## src/rtl/hcvl_pkg.sv

```systemverilog
// ----------------------------------------------------------------------------
// hcvl_pkg
// Shared types, codes and position helpers for the variable-length
// Hamming single-error-correcting codec.
// ----------------------------------------------------------------------------
package hcvl_pkg;

  localparam int WORD_W   = 64;
  localparam int SYN_W    = 6;
  localparam int STATUS_W = 2;
  localparam int DBITS_W  = 6;
  localparam int LEN_W    = 7;
  localparam int DATA_MAX = 57;

  // Result status codes.
  typedef enum logic [STATUS_W-1:0] {
    ST_CLEAN     = 2'd0,
    ST_CORRECTED = 2'd1,
    ST_REJECTED  = 2'd2
  } status_t;

  // Operation carried with each input beat.
  typedef enum logic {
    ACT_ENCODE = 1'b0,
    ACT_DECODE = 1'b1
  } action_t;

  // Configuration register indexes.
  typedef enum logic {
    CFG_DATA_BITS      = 1'b0,
    CFG_CORRECT_ENABLE = 1'b1
  } cfg_index_t;

  // Least r with m + r + 1 <= 2^r, as a short compare chain.
  function automatic logic [2:0] parity_count(input logic [DBITS_W-1:0] m);
    logic [2:0] r;
    if (m <= 6'd1) begin
      r = 3'd2;
    end else if (m <= 6'd4) begin
      r = 3'd3;
    end else if (m <= 6'd11) begin
      r = 3'd4;
    end else if (m <= 6'd26) begin
      r = 3'd5;
    end else if (m <= 6'd57) begin
      r = 3'd6;
    end else begin
      r = 3'd7;
    end
    return r;
  endfunction

  // Largest data width whose codeword fits in code_width bits.
  function automatic int max_data_bits(input int code_width);
    int best;
    best = 1;
    for (int m = 1; m <= DATA_MAX; m++) begin
      if (m + int'(parity_count(DBITS_W'(m))) <= code_width) begin
        best = m;
      end
    end
    return best;
  endfunction

  // Saturate a requested width to 1..57, then to the largest that fits.
  function automatic logic [DBITS_W-1:0] effective_m(input logic [DBITS_W-1:0] v,
                                                     input logic [DBITS_W-1:0] mmax);
    logic [DBITS_W-1:0] m;
    if (v == '0) begin
      m = DBITS_W'(1);
    end else if (v > DBITS_W'(DATA_MAX)) begin
      m = DBITS_W'(DATA_MAX);
    end else begin
      m = v;
    end
    if (m > mmax) begin
      m = mmax;
    end
    return m;
  endfunction

  // True when codeword position i (from 1) carries a data bit.
  function automatic bit is_data_pos(input int i);
    return (i & (i - 1)) != 0;
  endfunction

  // Order of data position i among all data positions, from 0.
  function automatic int data_slot(input int i);
    int slot;
    slot = 0;
    for (int j = 1; j < i; j++) begin
      if (is_data_pos(j)) begin
        slot++;
      end
    end
    return slot;
  endfunction

  // Positions covered by parity check p: bit i-1 set where i has bit p.
  function automatic logic [WORD_W-1:0] check_mask(input int p);
    logic [WORD_W-1:0] mask;
    mask = '0;
    for (int i = 1; i <= WORD_W; i++) begin
      mask[i-1] = ((i >> p) & 1) != 0;
    end
    return mask;
  endfunction

  // Bit reversal of a full word.
  function automatic logic [WORD_W-1:0] reverse_word(input logic [WORD_W-1:0] w);
    logic [WORD_W-1:0] r;
    for (int i = 0; i < WORD_W; i++) begin
      r[i] = w[WORD_W-1-i];
    end
    return r;
  endfunction

endpackage

```

## src/rtl/hamming_codec_variable_length_unit.sv

```systemverilog
// ----------------------------------------------------------------------------
// hamming_codec_variable_length_unit
// Hamming single-error-correcting encoder and decoder with a data width
// of 1 to 57 bits chosen at run time.
//
//   Channel   Direction  Beat contents
//   s_*       in         tuser: action; tdata: word_in
//   m_*       out        tdata: word_out, syndrome, status
//   cfg_*     in         register write: index, data (no read-back)
//
// Each beat passes an input register and a result register; a result is
// offered on m_tvalid once it is loaded into the result register, and one
// beat can be taken every cycle while the output is not stalled. The encode
// and decode paths are single parity trees and shifts between those two
// registers. Stalls on the output side propagate back through the input
// register; s_tready stays high whenever a slot is free.
// Reset (rst, synchronous) empties both stages and sets data_bits to four
// and correct_enable to one.
// ----------------------------------------------------------------------------
module hamming_codec_variable_length_unit #(
  parameter int CODE_WIDTH = 64
) (
  input  logic        clk,
  input  logic        rst,
  // Input stream
  input  logic        s_tvalid,
  output logic        s_tready,
  input  logic [63:0] s_tdata,   // [63:0] word_in
  input  logic        s_tuser,   // [0] action
  // Output stream
  output logic        m_tvalid,
  input  logic        m_tready,
  output logic [71:0] m_tdata,   // [63:0] word_out, [69:64] syndrome, [71:70] status
  // Configuration writes
  input  logic        cfg_we,
  input  logic        cfg_index,
  input  logic [5:0]  cfg_data
);

  localparam int W = hcvl_pkg::WORD_W;
  localparam logic [hcvl_pkg::DBITS_W-1:0] MMAX =
    hcvl_pkg::DBITS_W'(hcvl_pkg::max_data_bits(CODE_WIDTH));
  localparam logic [hcvl_pkg::DBITS_W-1:0] RESET_DATA_BITS = hcvl_pkg::DBITS_W'(4);

  // Configuration, held in decoded form.
  logic [hcvl_pkg::DBITS_W-1:0] m_eff;
  logic [W-1:0]                 pos_mask;
  logic [W-1:0]                 data_mask;
  logic                         corr_en;

  logic [hcvl_pkg::DBITS_W-1:0] m_src;
  logic [hcvl_pkg::DBITS_W-1:0] m_next;
  logic [hcvl_pkg::LEN_W-1:0]   n_next;

  // Input stage.
  logic                   in_valid;
  hcvl_pkg::action_t      in_action;
  logic [W-1:0]           in_word;

  // Result stage.
  logic                          out_valid;
  logic [W-1:0]                  out_word;
  logic [hcvl_pkg::SYN_W-1:0]    out_syn;
  hcvl_pkg::status_t             out_status;

  logic out_load;

  // Datapath signals.
  logic [hcvl_pkg::DBITS_W-1:0] sh;
  logic [W-1:0]                 d_rev;
  logic [W-1:0]                 enc_word;
  logic [W-1:0]                 wm;
  logic [hcvl_pkg::SYN_W-1:0]   syn;
  logic [W-1:0]                 wc;
  logic [W-1:0]                 packed_data;
  logic [W-1:0]                 dec_word;
  logic [W-1:0]                 res_word;
  logic [hcvl_pkg::SYN_W-1:0]   res_syn;
  hcvl_pkg::status_t            res_status;

  // Decode a width write (or the reset value) into width and masks.
  always_comb begin
    m_src  = rst ? RESET_DATA_BITS : cfg_data;
    m_next = hcvl_pkg::effective_m(m_src, MMAX);
    n_next = hcvl_pkg::LEN_W'(m_next) + hcvl_pkg::LEN_W'(hcvl_pkg::parity_count(m_next));
  end

  always_ff @(posedge clk) begin
    if (rst || (cfg_we && cfg_index == hcvl_pkg::CFG_DATA_BITS)) begin
      m_eff     <= m_next;
      pos_mask  <= ~({W{1'b1}} << n_next);
      data_mask <= ~({W{1'b1}} << m_next);
    end
    if (rst) begin
      corr_en <= 1'b1;
    end else if (cfg_we && cfg_index == hcvl_pkg::CFG_CORRECT_ENABLE) begin
      corr_en <= cfg_data[0];
    end
  end

  // Handshake: the result register frees a slot, the input stage follows.
  assign out_load = !out_valid || m_tready;
  assign s_tready = !in_valid || out_load;

  always_ff @(posedge clk) begin
    if (rst) begin
      in_valid <= 1'b0;
    end else if (s_tready) begin
      in_valid <= s_tvalid;
    end
    if (s_tready && s_tvalid) begin
      in_action <= hcvl_pkg::action_t'(s_tuser);
      in_word   <= s_tdata;
    end
  end

  // Encode: reverse and align the data so slot k holds data bit m-1-k,
  // scatter the slots onto data positions, then fill the check positions.
  always_comb begin
    sh    = hcvl_pkg::DBITS_W'(0) - m_eff;
    d_rev = hcvl_pkg::reverse_word(in_word) >> sh;
    enc_word = '0;
    for (int i = 1; i <= W; i++) begin
      if (hcvl_pkg::is_data_pos(i)) begin
        enc_word[i-1] = d_rev[hcvl_pkg::data_slot(i)];
      end
    end
    for (int p = 0; p < hcvl_pkg::SYN_W; p++) begin
      enc_word[(1 << p) - 1] = ^(enc_word & hcvl_pkg::check_mask(p));
    end
  end

  // Decode: syndrome over the codeword, optional single-bit flip, then
  // gather the data positions back into data bit order.
  always_comb begin
    wm = in_word & pos_mask;
    for (int p = 0; p < hcvl_pkg::SYN_W; p++) begin
      syn[p] = ^(wm & hcvl_pkg::check_mask(p));
    end
    wc = wm;
    if (syn != '0 && corr_en) begin
      wc = wm ^ (W'(1) << (syn - hcvl_pkg::SYN_W'(1)));
    end
    wc = wc & pos_mask;
    packed_data = '0;
    for (int i = 1; i <= W; i++) begin
      if (hcvl_pkg::is_data_pos(i)) begin
        packed_data[hcvl_pkg::data_slot(i)] = wc[i-1];
      end
    end
    dec_word = hcvl_pkg::reverse_word(packed_data & data_mask) >> sh;
  end

  // Result selection.
  always_comb begin
    res_word   = enc_word;
    res_syn    = '0;
    res_status = hcvl_pkg::ST_CLEAN;
    if (in_action == hcvl_pkg::ACT_DECODE) begin
      res_syn  = syn;
      res_word = dec_word;
      if (syn != '0) begin
        if (corr_en) begin
          res_status = hcvl_pkg::ST_CORRECTED;
        end else begin
          res_status = hcvl_pkg::ST_REJECTED;
          res_word   = '0;
        end
      end
    end
  end

  // Result register.
  always_ff @(posedge clk) begin
    if (rst) begin
      out_valid <= 1'b0;
    end else if (out_load) begin
      out_valid <= in_valid;
    end
    if (out_load && in_valid) begin
      out_word   <= res_word;
      out_syn    <= res_syn;
      out_status <= res_status;
    end
  end

  assign m_tvalid = out_valid;
  assign m_tdata  = {out_status, out_syn, out_word};

endmodule
```

## config.mk

```make
export PLATFORM = sky130hd
export DESIGN_NAME = hamming_codec_variable_length_unit
export DESIGN_NICKNAME = d
export VERILOG_FILES = /design/src/rtl/hcvl_pkg.sv /design/src/rtl/hamming_codec_variable_length_unit.sv
export SDC_FILE = /design/constraint.sdc
export NUM_CORES = 1
export LEC_CHECK = 0
export BUFFER_PORTS_ARGS = -buffer_cell sky130_fd_sc_hd__clkbuf_2
export CAP_MARGIN = 30
export CORE_MARGIN = 3
export CORE_UTILIZATION = 35
export CTS_CLUSTER_DIAMETER = 150
export CTS_CLUSTER_SIZE = 12
export DETAILED_ROUTE_END_ITERATION = 12
export GPL_TIMING_DRIVEN = 0
export HOLD_SLACK_MARGIN = 0.08
export MAX_ROUTING_LAYER = met4
export PLACE_DENSITY_LB_ADDON = 0.05
export SLEW_MARGIN = 25
export SYNTH_ARGS = -nofsm -noshare
export SYNTH_HDL_FRONTEND = slang
export SYNTH_SLANG_ARGS = --single-unit
```

## constraint.sdc

```tcl
create_clock -name clk -period 6.35 [get_ports clk]
set_clock_uncertainty 0.15 [all_clocks]
set_input_delay 0.3175 -clock clk [delete_from_list [all_inputs] [get_ports clk]]
set_output_delay 0.3175 -clock clk [all_outputs]
set_load 0.02 [all_outputs]
```

==> impl_metrics.tcl <==
set metrics [dict create \
    ys_seq_area_share_pct 35.18 \
    finalCritPeriodShare_pct 99.23 \
    hold-worst-slack_ns 0.1399 \
    cts.root.buffer_cell "clkbuf_16" \
    synthesis.yosys.warnings 0 \
    pin_count 151 \
    cts.reportedPaths.clkPinSlew_ns 0.07 \
    final_common_cell "nand2_1" \
    ys_seq_elements 265 \
    synth_fp_nets 2373 \
    timing.final.max_slew_violations 0 \
    dr.first_iter.drc_count 3031 \
    pwr_density_cell_nw_per_um2 499.2 \
    synth_simple_gate_area_share_pct 15.56 \
    worst-setup-path-type "flip-flop to flip-flop" \
    setup.worst_path.end_class "flip-flop" \
    hold_path.class "input port to flip-flop" \
    die_area_um2 67470 \
    tightest_slew_ns 0.9884 \
    buffer_ports.inserted 149 \
    finalCriticalPeriod_ns 6.301 \
    die_h_um 259.8 \
    combinational_family_with_the_most_area_after_synthesis "compound AO/OA/AOI/OAI gates" \
    clkLatencyLatePin_ns 0.59 \
    ys.flop_type "edfxtp_1" \
    cts_sinks 265 \
    core_area_um2 63430 \
    dr.pass1.iters 6 \
    critPathMaxFanout 10 \
    max_cap_violations 0 \
    grt_max_degree 55 \
    slew-limit-headroom_pct 33.06 \
    grtUsageTotal_pct 37.37 \
    post_synth_num_cell_types 97 \
    post_synth_xor_area_fraction_pct 11.37 \
    detail_route.vias_per_cell 6.487 \
    post-route-drc-count 0 \
    tritoncts "built" \
    finalHoldViolations 0 \
    number_of_antenna_violations_at_the_first_check_in_global_routing 2 \
    slowest_delay_ns 0.48 \
    layout.nets 2661 \
    max-clock-path-buffers 3 \
    worst_ep_arrival_time_ns 6.49 \
    post_drt_wl_per_cell_um 36.42 \
    leakage_nw 9.528 \
    final_layout_size_suffix_gt1_share_pct 24.00 \
    syn_to_final_growth_pct 21.16 \
    synth_area_um2 22540 \
    syn-instance-count 2291 \
    globalRouteOverflowTotal 0 \
    most_frequent_cells_in_the_layout "nand2_1, edfxtp_1, clkbuf_2" \
    synth_compound_area_share_pct 17.86 \
    post_synth_fa_ha_maj_area_fraction_pct 0.3109 \
    postRouteWirelength_um 125100 \
    setup.worst_path.start_class "flip-flop" \
    placer_congestion_estimate 1.051 \
    setup_violations 0 \
    outcome "complete, no violations" \
    reg2reg_setup_slack_ns 0.05 \
    grt_setup_unrepaired "yes" \
    fp-row-count 92 \
    place.detailed.hpwl_um 101300 \
    synth_area_per_cell_um2 9.837 \
    synth-async-reset-ratio_pct 0 \
    drt.antenna.violating_nets 0 \
    via_count 22284 \
    synth-edff-count 262 \
    critPathRequiredTime_ns 6.54 \
    total_power_mw 13.63 \
    cts_made_buffers 26 \
    fmax_mhz 158.7 \
    synth_mux_area_share_pct 16.11 \
    first_pass_grt_wire_length_um 171500 \
    initial_core_util_pct 35.53 \
    final_util_pct 43.05 \
    ir_worst_vdd_mv 0.5793 \
    first_global_vias 21236 \
    cpMaxStageDelayCell "edfxtp_1" \
    cpMostUsedCell "buf_12" \
    htree_num_levels 1 \
    fp.dieW_um 259.8 \
]
## power breakdown
part | switching, mW | internal (mW) | total, mW | leakage (nW)
clock network | 0.687 | 0.745 | 1.43 | 0.344
logic | 6.38 | 3.33 | 9.71 | 6.59
registers | 0.254 | 2.24 | 2.49 | 2.59
## cells by family (layout without fill, tap and decap cells)
logic type / count (synthesis) / after routing
flip-flops: 265 / 265
AND/OR/NAND/NOR: 764 / 764
multiplexers: 227 / 227
other: 1 / 3
adder cells (fa/ha/maj): 5 / 5
buffers and inverters: 200 / 496
XOR/XNOR: 258 / 258
AO/OA/AOI/OAI: 571 / 571
## Yosys cell counts (22+ instances only)
library cell    n  share of area, %
o211ai_1       27              0.90
o31ai_1        25              0.83
xor2_1         45               1.7
mux2_2         29               1.4
a21oi_1       113               2.5
clkbuf_1      117               1.9
o21ai_0        93               2.1
mux4_2        103                10
nor3_1         46               1.0
xnor2_1       187               7.3
mux2i_1        93               4.1
nand3_1        90               2.0
inv_1          33              0.55
a211oi_1       30               1.0
edfxtp_1      262                35
o22ai_1        27              0.75
buf_1          22              0.37
nand2_1       339               5.6
nor2_1        144               2.4
## cell type report
class / instances / area (um2)
Buffer: 161 / 924.6
Clock buffer: 33 / 676.9
Timing Repair Buffer: 262 / 1864
Multi-Input combinational cell: 1826 / 14650
Clock inverter: 3 / 46.29
Antenna cell: 2 / 5.005
Sequential cell: 265 / 7928
Fill cell: 6298 / 36120
Inverter: 37 / 150.1
Tap cell: 846 / 1059
## registers in the layout, indices dropped and copies added, names as in the netlist
register and cells:
in_word 64, out_word 64, pos_mask 63, data_mask 57, out_syn 6, m_eff 5
out_status 2, corr_en 1, in_action 1, in_valid 1, m_tvalid 1
## through the flow
step / setup TNS (ns) / std cells / worst slack, ns / cell area [um2]
after floorplan: 0 / 2291 / 0.05899 / 22550
after global placement: -169.51 / 3286 / -3.197 / 24350
after detailed placement: -165.73 / 3296 / -3.068 / 24520
after CTS: 0 / 3428 / 0.005839 / 26920
after global routing: -0.07484 / 3434 / -0.05452 / 27300
final: 0 / 3435 / 0.04895 / 27310
## repair_timing
action                                  in CTS  in global routing
setup buffers                               17                  7
endpoints found under the hold margin       81                  0
gates resized for setup                    203                 95
hold buffers                                79                  0
endpoints found under the setup margin      64                 88
pin swaps                                   19                 18
## worst max-delay path: cells and delay by family, from the launching register on
kind	cells	cell delay [ns]
buffers and inverters	15	2.39
XOR/XNOR	5	0.94
multiplexers	2	0.68
flip-flops	1	0.48
AND/OR/NAND/NOR	1	0.10
adder cells (fa/ha/maj)	1	0.29
AO/OA/AOI/OAI	5	0.95
## final timing paths
kind | start | endpoint | cells after the start
setup / recovery | m_eff[0]$_DFFE_PP_ | out_word[31]$_DFFE_PP_ | 29
hold / removal | cfg_data[3] | data_mask[19]$_DFFE_PP_ | 3
setup reg to reg | m_eff[0]$_DFFE_PP_ | out_word[31]$_DFFE_PP_ | 29
hold reg to reg | in_valid$_SDFFE_PP0N_ | m_tvalid$_SDFFE_PP0P_ | 2
## layer usage
layer,GRT usage [%],up-vias,wire [um]
met1,46.89,11055,48630
met2,57.21,1528,55940
met4,24.21,0,10670
li1,-,9339,-
met3,4.392,362,9857
met5,-,-,0
(Power assumes the default switching activity.)
